### src/hdl/lkvt_pkg.sv
// ----------------------------------------------------------------------------
// lkvt_pkg: shared types and constants of the linear key/value table
//
// Field widths, operation and status codes, and the sequencer state type.
// ----------------------------------------------------------------------------
package lkvt_pkg;

   localparam int FUNC_W      = 2;
   localparam int KEY_W       = 16;
   localparam int VAL_W       = 16;
   localparam int ENTRY_W     = KEY_W + VAL_W;
   localparam int STATUS_W    = 2;
   localparam int COUNT_OUT_W = 5;

   localparam logic [FUNC_W-1:0] FUNC_LOOKUP = 2'd0;
   localparam logic [FUNC_W-1:0] FUNC_INSERT = 2'd1;
   localparam logic [FUNC_W-1:0] FUNC_DELETE = 2'd2;

   localparam logic [STATUS_W-1:0] STATUS_DONE   = 2'd0;
   localparam logic [STATUS_W-1:0] STATUS_DUP    = 2'd1;
   localparam logic [STATUS_W-1:0] STATUS_FULL   = 2'd2;
   localparam logic [STATUS_W-1:0] STATUS_ABSENT = 2'd3;

   typedef enum logic [1:0] {
      ST_IDLE,
      ST_SCAN,
      ST_SHIFT,
      ST_FINISH
   } state_type;

endpackage

### src/hdl/lkvt_if.sv
// ----------------------------------------------------------------------------
// lkvt_if: request and response channels of the linear key/value table
//
// Valid/ready channels; a transfer happens when valid and ready are both high.
// ----------------------------------------------------------------------------
interface lkvt_req_if;
   logic                           valid;
   logic                           ready;
   logic [lkvt_pkg::FUNC_W-1:0]    func;
   logic [lkvt_pkg::KEY_W-1:0]     key;
   logic [lkvt_pkg::VAL_W-1:0]     data_in;

   modport source (output valid, output func, output key, output data_in, input ready);
   modport sink   (input valid, input func, input key, input data_in, output ready);
endinterface

interface lkvt_rsp_if;
   logic                             valid;
   logic                             ready;
   logic                             found;
   logic [lkvt_pkg::VAL_W-1:0]       data_out;
   logic [lkvt_pkg::STATUS_W-1:0]    status;
   logic [lkvt_pkg::COUNT_OUT_W-1:0] entry_count;
   logic                             is_empty;
   logic                             is_full;

   modport source (output valid, output found, output data_out, output status,
                   output entry_count, output is_empty, output is_full, input ready);
   modport sink   (input valid, input found, input data_out, input status,
                   input entry_count, input is_empty, input is_full, output ready);
endinterface

### src/hdl/linear_key_value_table.sv
// ----------------------------------------------------------------------------
// linear_key_value_table: packed key/value table with linear search
//
// Lookup, insert and delete on an unsorted array of up to CAPACITY entries.
// A delete moves the later entries down one slot to keep the array packed.
//
//   Channel  Direction  Carries
//   req_ch   in         func, key, data_in
//   rsp_ch   out        found, data_out, status, entry_count, is_empty, is_full
//
// After a request transfer the scan compares the stored entries in turn until one matches
// and, for a delete that hits, moves the later entries down one slot; then the result is
// loaded. A request is taken only in the idle state, never while one is in progress.
// Reset is synchronous and empties the table; the memory is not cleared.
// The result sits in an output register; a new request is taken while it waits,
// and the next result is held back until the previous one has been taken.
// ----------------------------------------------------------------------------
module linear_key_value_table #(
   parameter int CAPACITY = 16
) (
   input  logic       clock,
   input  logic       reset,
   lkvt_req_if.sink   req_ch,
   lkvt_rsp_if.source rsp_ch
);

   localparam int IDX_W = (CAPACITY > 1) ? $clog2(CAPACITY) : 1;
   localparam int CNT_W = $clog2(CAPACITY + 1);
   localparam int SUM_W = CNT_W + 1;

   lkvt_pkg::state_type state_ff, state_in;

   logic [lkvt_pkg::FUNC_W-1:0] func_ff;
   logic [lkvt_pkg::KEY_W-1:0]  key_ff;
   logic [lkvt_pkg::VAL_W-1:0]  data_ff;
   logic [IDX_W-1:0]            idx_ff, idx_in;
   logic                        hit_ff, hit_in;
   logic [lkvt_pkg::VAL_W-1:0]  val_ff, val_in;
   logic [CNT_W-1:0]            count_ff, count_in;

   logic                              rsp_valid_ff, rsp_valid_in;
   logic                              rsp_found_ff, rsp_found_in;
   logic [lkvt_pkg::VAL_W-1:0]        rsp_data_ff, rsp_data_in;
   logic [lkvt_pkg::STATUS_W-1:0]     rsp_status_ff, rsp_status_in;
   logic [lkvt_pkg::COUNT_OUT_W-1:0]  rsp_count_ff, rsp_count_in;
   logic                              rsp_empty_ff, rsp_empty_in;
   logic                              rsp_full_ff, rsp_full_in;

   logic                         req_xfer;
   logic                         go;
   logic                         match;
   logic                         table_full;
   logic [SUM_W-1:0]             idx_p1, idx_p2, cnt_ext;
   logic [31:0]                  count_wide;
   logic                         wr_en;
   logic [IDX_W-1:0]             wr_addr;
   logic [lkvt_pkg::ENTRY_W-1:0] wr_data;
   logic [IDX_W-1:0]             rd_addr;
   logic [lkvt_pkg::ENTRY_W-1:0] rd_data;

   lkvt_store #(
      .DEPTH  (CAPACITY),
      .ADDR_W (IDX_W),
      .WIDTH  (lkvt_pkg::ENTRY_W)
   ) u_store (
      .clock   (clock),
      .wr_en   (wr_en),
      .wr_addr (wr_addr),
      .wr_data (wr_data),
      .rd_addr (rd_addr),
      .rd_data (rd_data)
   );

   assign req_ch.ready = (state_ff == lkvt_pkg::ST_IDLE);
   assign req_xfer     = req_ch.valid && req_ch.ready;
   assign go           = (state_ff == lkvt_pkg::ST_FINISH) && (!rsp_valid_ff || rsp_ch.ready);
   assign match        = (rd_data[lkvt_pkg::ENTRY_W-1:lkvt_pkg::VAL_W] == key_ff);
   assign idx_p1       = SUM_W'(idx_ff) + SUM_W'(1);
   assign idx_p2       = SUM_W'(idx_ff) + SUM_W'(2);
   assign cnt_ext      = SUM_W'(count_ff);
   assign table_full   = (count_ff == CNT_W'(CAPACITY));

   // Next state and scan bookkeeping.
   always_comb begin
      state_in = state_ff;
      idx_in   = idx_ff;
      hit_in   = hit_ff;
      val_in   = val_ff;
      case (state_ff)
         lkvt_pkg::ST_IDLE: begin
            if (req_xfer) begin
               idx_in = '0;
               hit_in = 1'b0;
               if (count_ff == '0) begin
                  state_in = lkvt_pkg::ST_FINISH;
               end else begin
                  state_in = lkvt_pkg::ST_SCAN;
               end
            end
         end
         lkvt_pkg::ST_SCAN: begin
            if (match) begin
               hit_in = 1'b1;
               val_in = rd_data[lkvt_pkg::VAL_W-1:0];
               if ((func_ff == lkvt_pkg::FUNC_DELETE) && (idx_p1 < cnt_ext)) begin
                  state_in = lkvt_pkg::ST_SHIFT;
               end else begin
                  state_in = lkvt_pkg::ST_FINISH;
               end
            end else if (idx_p1 >= cnt_ext) begin
               state_in = lkvt_pkg::ST_FINISH;
            end else begin
               idx_in = IDX_W'(idx_p1);
            end
         end
         lkvt_pkg::ST_SHIFT: begin
            idx_in = IDX_W'(idx_p1);
            if (idx_p2 >= cnt_ext) begin
               state_in = lkvt_pkg::ST_FINISH;
            end
         end
         lkvt_pkg::ST_FINISH: begin
            if (go) begin
               state_in = lkvt_pkg::ST_IDLE;
            end
         end
         default: begin
            state_in = lkvt_pkg::ST_IDLE;
         end
      endcase
   end

   // Memory control, count update and result.
   always_comb begin
      rd_addr       = '0;
      wr_en         = 1'b0;
      wr_addr       = idx_ff;
      wr_data       = rd_data;
      count_in      = count_ff;
      rsp_found_in  = hit_ff;
      rsp_data_in   = '0;
      rsp_status_in = lkvt_pkg::STATUS_DONE;
      case (state_ff)
         lkvt_pkg::ST_SCAN: begin
            rd_addr = IDX_W'(idx_p1);
         end
         lkvt_pkg::ST_SHIFT: begin
            rd_addr = IDX_W'(idx_p2);
            wr_en   = 1'b1;
         end
         default: begin
            rd_addr = '0;
         end
      endcase
      case (func_ff)
         lkvt_pkg::FUNC_INSERT: begin
            if (hit_ff) begin
               rsp_status_in = lkvt_pkg::STATUS_DUP;
            end else if (table_full) begin
               rsp_status_in = lkvt_pkg::STATUS_FULL;
            end else begin
               rsp_status_in = lkvt_pkg::STATUS_DONE;
               if (go) begin
                  wr_en    = 1'b1;
                  wr_addr  = IDX_W'(count_ff);
                  wr_data  = {key_ff, data_ff};
                  count_in = count_ff + CNT_W'(1);
               end
            end
         end
         lkvt_pkg::FUNC_DELETE: begin
            if (hit_ff) begin
               rsp_status_in = lkvt_pkg::STATUS_DONE;
               if (go) begin
                  count_in = count_ff - CNT_W'(1);
               end
            end else begin
               rsp_status_in = lkvt_pkg::STATUS_ABSENT;
            end
         end
         default: begin
            if (hit_ff) begin
               rsp_status_in = lkvt_pkg::STATUS_DONE;
               rsp_data_in   = val_ff;
            end else begin
               rsp_status_in = lkvt_pkg::STATUS_ABSENT;
            end
         end
      endcase
      count_wide   = 32'(count_in);
      rsp_count_in = count_wide[lkvt_pkg::COUNT_OUT_W-1:0];
      rsp_empty_in = (count_in == '0);
      rsp_full_in  = (count_in == CNT_W'(CAPACITY));
      if (go) begin
         rsp_valid_in = 1'b1;
      end else if (rsp_ch.ready) begin
         rsp_valid_in = 1'b0;
      end else begin
         rsp_valid_in = rsp_valid_ff;
      end
   end

   always_ff @(posedge clock) begin
      if (reset) begin
         state_ff     <= lkvt_pkg::ST_IDLE;
         count_ff     <= '0;
         rsp_valid_ff <= 1'b0;
         hit_ff       <= 1'b0;
      end else begin
         state_ff     <= state_in;
         count_ff     <= count_in;
         rsp_valid_ff <= rsp_valid_in;
         hit_ff       <= hit_in;
      end
   end

   always_ff @(posedge clock) begin
      idx_ff <= idx_in;
      val_ff <= val_in;
      if (req_xfer) begin
         func_ff <= req_ch.func;
         key_ff  <= req_ch.key;
         data_ff <= req_ch.data_in;
      end
      if (go) begin
         rsp_found_ff  <= rsp_found_in;
         rsp_data_ff   <= rsp_data_in;
         rsp_status_ff <= rsp_status_in;
         rsp_count_ff  <= rsp_count_in;
         rsp_empty_ff  <= rsp_empty_in;
         rsp_full_ff   <= rsp_full_in;
      end
   end

   assign rsp_ch.valid       = rsp_valid_ff;
   assign rsp_ch.found       = rsp_found_ff;
   assign rsp_ch.data_out    = rsp_data_ff;
   assign rsp_ch.status      = rsp_status_ff;
   assign rsp_ch.entry_count = rsp_count_ff;
   assign rsp_ch.is_empty    = rsp_empty_ff;
   assign rsp_ch.is_full     = rsp_full_ff;

`ifndef NO_ASSERTIONS
   a_count_bound: assert property (@(posedge clock) disable iff (reset)
      count_ff <= CNT_W'(CAPACITY))
      else $error("entry count exceeds capacity");

   a_count_change: assert property (@(posedge clock) disable iff (reset)
      !$past(reset) && !$stable(count_ff) |-> $past(state_ff == lkvt_pkg::ST_FINISH))
      else $error("entry count changed outside the finish step");

   a_shift_delete: assert property (@(posedge clock) disable iff (reset)
      state_ff == lkvt_pkg::ST_SHIFT |-> (func_ff == lkvt_pkg::FUNC_DELETE) && hit_ff)
      else $error("entries moved without a delete hit");

   a_busy_after_xfer: assert property (@(posedge clock) disable iff (reset)
      req_ch.valid && req_ch.ready |=> !req_ch.ready)
      else $error("request taken while the previous one is in progress");
`endif

endmodule

### src/hdl/lkvt_store.sv
// ----------------------------------------------------------------------------
// lkvt_store: entry memory of the linear key/value table
//
// One write port and one read port with registered read data.
// ----------------------------------------------------------------------------
module lkvt_store #(
   parameter int DEPTH  = 16,
   parameter int ADDR_W = 4,
   parameter int WIDTH  = 32
) (
   input  logic              clock,
   input  logic              wr_en,
   input  logic [ADDR_W-1:0] wr_addr,
   input  logic [WIDTH-1:0]  wr_data,
   input  logic [ADDR_W-1:0] rd_addr,
   output logic [WIDTH-1:0]  rd_data
);

   logic [WIDTH-1:0] mem [DEPTH];
   logic [WIDTH-1:0] rd_data_ff;

   always_ff @(posedge clock) begin
      if (wr_en) begin
         mem[wr_addr] <= wr_data;
      end
   end

   always_ff @(posedge clock) begin
      rd_data_ff <= mem[rd_addr];
   end

   assign rd_data = rd_data_ff;

endmodule

### src/flat_wrapper.sv
// flat-port wrapper written by rule: the top's interface ports become plain ports
module linear_key_value_table_flat 
#(
   parameter int CAPACITY = 16
)
  (clock, reset, req_ch_valid, req_ch_func, req_ch_key, req_ch_data_in, req_ch_ready, rsp_ch_valid, rsp_ch_found, rsp_ch_data_out, rsp_ch_status, rsp_ch_entry_count, rsp_ch_is_empty, rsp_ch_is_full, rsp_ch_ready);
  lkvt_req_if req_ch_i ();
  lkvt_rsp_if rsp_ch_i ();
  input  logic clock;
  input  logic reset;
  input wire logic [$bits(req_ch_i.valid)-1:0] req_ch_valid;
  input wire logic [$bits(req_ch_i.func)-1:0] req_ch_func;
  input wire logic [$bits(req_ch_i.key)-1:0] req_ch_key;
  input wire logic [$bits(req_ch_i.data_in)-1:0] req_ch_data_in;
  output wire logic [$bits(req_ch_i.ready)-1:0] req_ch_ready;
  output wire logic [$bits(rsp_ch_i.valid)-1:0] rsp_ch_valid;
  output wire logic [$bits(rsp_ch_i.found)-1:0] rsp_ch_found;
  output wire logic [$bits(rsp_ch_i.data_out)-1:0] rsp_ch_data_out;
  output wire logic [$bits(rsp_ch_i.status)-1:0] rsp_ch_status;
  output wire logic [$bits(rsp_ch_i.entry_count)-1:0] rsp_ch_entry_count;
  output wire logic [$bits(rsp_ch_i.is_empty)-1:0] rsp_ch_is_empty;
  output wire logic [$bits(rsp_ch_i.is_full)-1:0] rsp_ch_is_full;
  input wire logic [$bits(rsp_ch_i.ready)-1:0] rsp_ch_ready;
  assign req_ch_i.valid = req_ch_valid;
  assign req_ch_i.func = req_ch_func;
  assign req_ch_i.key = req_ch_key;
  assign req_ch_i.data_in = req_ch_data_in;
  assign req_ch_ready = req_ch_i.ready;
  assign rsp_ch_valid = rsp_ch_i.valid;
  assign rsp_ch_found = rsp_ch_i.found;
  assign rsp_ch_data_out = rsp_ch_i.data_out;
  assign rsp_ch_status = rsp_ch_i.status;
  assign rsp_ch_entry_count = rsp_ch_i.entry_count;
  assign rsp_ch_is_empty = rsp_ch_i.is_empty;
  assign rsp_ch_is_full = rsp_ch_i.is_full;
  assign rsp_ch_i.ready = rsp_ch_ready;
  linear_key_value_table #(.CAPACITY(CAPACITY)) u_core (.clock(clock), .reset(reset), .req_ch(req_ch_i), .rsp_ch(rsp_ch_i));
endmodule
### config.mk
export PLATFORM = sky130hd
export DESIGN_NAME = linear_key_value_table_flat
export DESIGN_NICKNAME = d
export VERILOG_FILES = /design/src/hdl/lkvt_pkg.sv /design/src/hdl/lkvt_if.sv /design/src/hdl/linear_key_value_table.sv /design/src/hdl/lkvt_store.sv /design/src/flat_wrapper.sv
export SDC_FILE = /design/constraint.sdc
export NUM_CORES = 1
export LEC_CHECK = 0
export ABC_AREA = 1
export BUFFER_PORTS_ARGS = -buffer_cell sky130_fd_sc_hd__clkbuf_2
export CAP_MARGIN = 40
export CORE_MARGIN = 3
export CORE_UTILIZATION = 59
export CTS_CLUSTER_SIZE = 8
export DETAILED_ROUTE_END_ITERATION = 12
export PLACE_DENSITY = 0.86
export SETUP_SLACK_MARGIN = 0.4
export SKIP_LAST_GASP = 1
export SLEW_MARGIN = 20
export SYNTH_ARGS = -nofsm -noshare
export SYNTH_HDL_FRONTEND = slang
export SYNTH_SLANG_ARGS = --single-unit
### constraint.sdc
create_clock -name clock -period 3.7 [get_ports clock]
set_input_delay 0.37 -clock clock [delete_from_list [all_inputs] [get_ports clock]]
set_output_delay 0.37 -clock clock [all_outputs]
set_load 0.005 [all_outputs]
## Word-level counts from Yosys, hierarchy flattened

Memory sizes are Yosys's and may differ from the RTL's. A register that Yosys moved wholly into a read port is not among the register bits.
Cells that the tools add are included.

- Flip-flop bits (word level): 89
- Bits in writable memories: 512
- Output and inout port bits: 28
- Memories: 1

Memory list:

| name | depth | width | rd ports | clocked after memory_dff | wr ports | line | text |
|---|---|---|---|---|---|---|---|
| u_core.u_store.mem | 16 | 32 | 1 | 1 | 1 | lkvt_store.sv:19 | `logic [WIDTH-1:0] mem [DEPTH];` |

- $add $sub $neg: 4
- Magnitude comparators: 3
- Equality and inequality tests: 15
- Multiplexer cells: 43
- Bitwise operators: 1
- Reductions and logical operators: 16

Operator list:

| kind | count |
|---|---|
| 2-to-1 mux 32 bit | 4 |
| 2-to-1 mux 4 bit | 7 |
| 2-to-1 mux 5 bit | 5 |
| 2-to-1 mux 2 bit | 10 |
| equality test 16 bit | 1 |
| greater-or-equal comparator 6 x 5 -> 1 bit | 2 |
| 2-to-1 mux 1 bit | 12 |
| one-hot mux 4 bit (3 select lines) | 1 |
| equality test 5 bit (second input constant) | 2 |
| zero test 5 bit | 2 |
| one-hot mux 5 bit (2 select lines) | 1 |
| one-hot mux 2 bit (4 select lines) | 1 |
| one-hot mux 4 bit (2 select lines) | 1 |
| AND reduction 4 bit | 2 |
| equality test 2 bit (second input constant) | 3 |
| less-than comparator 6 x 5 -> 1 bit | 1 |
| != test 2 x 1 -> 1 bit (second input constant) | 3 |
| != test 2 bit (second input constant) | 3 |
| adder 4 x 1 -> 5 bit (second input constant) | 1 |
| adder 4 x 2 -> 5 bit (second input constant) | 1 |
| adder 5 x 1 -> 5 bit (second input constant) | 1 |
| subtractor 5 x 1 -> 5 bit (second input constant) | 1 |
| equality test 2 x 1 -> 1 bit (second input constant) | 2 |
| nonzero test 2 bit | 2 |
| 11 further kinds | 13 |

## Logic depth before layout (Yosys ltp)

- Depth in word-level cells: 9
- Depth in mapped cells: 16

## By module

From an unflattened synthesis, not the netlist that was laid out.

- Cell total of the unflattened synthesis: 2634
- Area, all modules: 27317.4 um^2

By module, submodules not included:

| module | times used | cells each | area each (um^2) |
|---|---|---|---|
| lkvt_store | 1 | 2120 | 22730.6 |
| linear_key_value_table | 1 | 514 | 4586.9 |

## Worst setup path after synthesis

No wires, ideal clock.

- Path type: register to register
- From: register u_core.count_ff[0]
- To: memory u_core.u_store.mem[3][0] (enable)
- Setup time: 421 ps
- Data arrival time: 2852 ps
- Required time: 3279 ps
- Slack: 426 ps
- Stages on the path, launching flop included: 11
- Buffers on the path: 1
- Cell sequence: dfxtp_1 inv_1 ha_1 nand3_2 nand3_4 inv_2 buf_6 nand2_1 o21ai_2 nand2_1 nor2_1

- Longest elaborated chain between the ends: 6
- Elaborated cells on any way between the ends: 10
- Classes of those cells: eq/ne (1); mux (9)

RTL lines:

| what | line | text |
|---|---|---|
| start, declared | linear_key_value_table.sv:39 | `logic [CNT_W-1:0] count_ff, count_in;` |
| start signal, assigned | linear_key_value_table.sv:211 | `count_ff <= count_in;` |
| equality test 5 bit | linear_key_value_table.sv:81 | `assign table_full = (count_ff == CNT_W'(CAPACITY));` |
| 2-to-1 mux 1 bit | linear_key_value_table.sv:159 | `end else if (table_full) begin` |
| 2-to-1 mux 1 bit | linear_key_value_table.sv:157 | `if (hit_ff) begin` |
| 2-to-1 mux 1 bit | linear_key_value_table.sv:155 | `case (func_ff)` |
| 2-to-1 mux 1 bit | lkvt_store.sv:23 | `if (wr_en) begin` |
| 2-to-1 mux 1 bit (not written as such) | lkvt_store.sv:24 | `mem[wr_addr] <= wr_data;` |
| end, declared | lkvt_store.sv:19 |  |

Several ways; a longest one is shown, not always the timed one.

## Final worst setup path

- From: register u_core.count_ff[0]
- To: memory u_core.u_store.mem[10][13] (enable)

Same word-level chain as after synthesis.

==> results.ini <==
[floorplan]
core_um2 = 42200
die_h_um = 214
start_util = 0.602
rows = 75
num_io_pins = 66
fp.dieArea_um2 = 45600
die_w_um = 214

[synth]
synth_fp_nets = 2066
synth-edff-count = 592
synth_area_um2 = 25400
synthFlopType = edfxtp_1
synth.area.top_cells = edfxtp_1, o21ai_0, nor2_1, nand2_1, dfxtp_1
netlist_instances = 2006
synthArstFlopShare = 0
ys_ff_latch = 633
synth_top_area_frac = 0.699
syn_avg_cell_area_um2 = 12.7
yosys.area.top_type = edfxtp_1
ys_types = 35
synth_seq_area_share = 0.731
yosysWarningCount = 0

[critical_path]
cp.depth = 9
worst_r2r_path_depth = 9
crit_path_end_kind = register
startpoint_type = register
path_cells = inv_1, ha_1, nand3_2, nand3_4, buf_4, nand2_1, nand3_1, nor2_4, buf_6
crit_required_ps = 3970
crit_type = reg -> reg
ff2ff_setup_slack_ps = 350
crit_path_top_delay_cell = dfxtp_1
critPathArrivalTime_ps = 3620
crit_buf_inv = 3
crit_path_max_fanout = 33
max_stage_delay_ps = 540
cp_top_family = simple AND/OR/NAND/NOR gates

[detailed_routing]
viasPerCell = 6.48
drtIter0Drc = 3340
wl_per_cell_um = 24.6
route.vias.total = 17948
route.detailed.drc = 0
drtPass1Iterations = 7
final_antenna_net_count = 0
wirelength_um = 68100

[placed_design]
placedCellCount = 2559
dp_hpwl_um = 35600
place_area_um2 = 26600
pre_cts_ws_ps = 329
io_buffer_count = 65
gp_congestion = 0.864

[timing]
relSlewSlack = 0.407
setup_ws_ps = 347
tns_ps = 0
fmax_mhz = 298
hold_violations = 0
worst_pin_slew_ps = 889
period_minus_slack_ps = 3350
rsz0062_at_grt = yes
post-route-period-util = 0.906
clock-skew-final_ps = 37.8
report.final.slew_viol_count = 0
setup-violations-final = 0

[clock_network]
h-tree-depth = 3
cts-root-buf = clkbuf_16
clockBufferDepth = 3
path_clk_slew_ps = 50
tritoncts = built
cts_sinks = 633
cts_buffers = 89
clk_latency_ps = 640

[cells_and_area]
final_cell_mix = edfxtp_1, nor2_1, nand2_1, o21ai_0, inv_1
area_growth_pct = 16.7
stdcell_count = 2768
drive_gt1_frac = 0.131
nets = 2217
final_cell_area_um2 = 29700
antennaDiodeCount = 0
final_common_cell = edfxtp_1

[pwr]
ir_worst_vdd_mv = 0.569
p_per_area_nw_per_um2 = 842
p_leak_nw = 10.7
power_mw = 25.0

[run]
max_cap_violations = 0

[run_status]
status = finished clean

[min_path]
hold_depth = 2
hold_path_class = in -> reg

[global_route]
grt_pass1_vias = 18034
grt_max_degree = 97
antenna_found_initial = 0
grt_pass1_wl_um = 103000
grt-ovfl-total = 0
groute.usage.overall = 0.299

## layer usage
metal  wire, um  vias up  GRT usage
li1           -     7575          -
met1      23200     8550      0.382
met2      33600     1560      0.492
met3       8420      263     0.0647
met4       2890        0      0.153
met5          0        -          0
## path summary, 6_finish.rpt
check	from	endpoint
worst max-delay path	u_core.count_ff[0]$_SDFF_PP0_	u_core.u_store.mem[10][13]$_DFFE_PP_
worst min-delay path	reset	u_core.rsp_ch.valid$_SDFFE_PP0P_
worst max register to register	u_core.count_ff[0]$_SDFF_PP0_	u_core.u_store.mem[10][13]$_DFFE_PP_
worst min register to register	u_core.u_store.rd_data[10]$_DFF_P_	u_core.val_ff[10]$_DFFE_PP_
## area by class of cell
type,instances,area [um^2]
Sequential cell,633,18600
Fill cell,2417,12600
Multi-Input combinational cell,1116,5830
Clock buffer,157,2500
Timing Repair Buffer,173,1440
Tap cell,539,674
Inverter,144,546
Clock inverter,6,86.3
## cells in the mapped netlist, types with 2 or more instances
library cell,count
o22ai_1,2
ha_1,22
or2_2,16
nand3_1,70
clkbuf_2,5
buf_6,12
buf_4,9
nand2_1,230
o21bai_1,17
dfxtp_1,41
o21ai_0,223
o211ai_2,3
o21ai_1,107
inv_1,137
clkbuf_1,29
inv_2,7
o221ai_1,48
a21oi_1,12
nand4_1,2
buf_2,58
o21ai_2,2
edfxtp_1,592
nor2_1,264
o211ai_1,87
## state kept, by name, indices dropped and copies added, names as in the netlist, 2 cells and up
name and count:
u_core.u_store.mem 512, u_core.u_store.rd_data 32, u_core.data_ff 16, u_core.key_ff 16
u_core.rsp_ch.data_out 16, u_core.val_ff 16, u_core.count_ff 5, u_core.rsp_ch.entry_count 5
u_core.idx_ff 4, u_core.func_ff 2, u_core.rsp_ch.status 2, u_core.state_ff 2
## metrics by stage
stage          hold WS [ps]   util
2_1_floorplan           409      -
4_1_cts                23.4  0.700
3_5_place_dp            418  0.631
3_3_place_gp            417  0.630
6_report               50.2  0.703
5_1_grt                51.5  0.703
## power breakdown
group,leakage (nW),internal (mW),switching (mW)
clock network,1.23,4.55,3.00
registers,5.68,9.57,0.315
logic,3.79,1.98,5.57
total,10.7,16.1,8.89
## worst reg2reg max path, cell delays in order, from the launching register on
cell	delay, ps
dfxtp_1	540
inv_1	110
ha_1	260
nand3_2	150
nand3_4	320
buf_4	380
nand2_1	220
nand3_1	400
nor2_4	220
buf_6	370
## logic make-up (layout without fill, tap and decap cells)
group                      Yosys count  count (layout)  share of synthesized area
DFF                                633             633                      0.731
and+or+nand+nor                    590             590                     0.0941
AOI/OAI and AO/OA                  503             503                      0.118
buffers and inverters              257             480                     0.0459
adders and majority gates           22              22                     0.0108
xor gates and xnor gates             1               1                   0.000344
## what timing repair did
item,in CTS,in global routing
gates resized for setup,2,3
setup buffers,2,10
pin swaps,2,5
endpoints found under the hold margin,34,0
hold buffers,34,0
endpoints found under the setup margin,170,442
(Power assumes the default switching activity.)
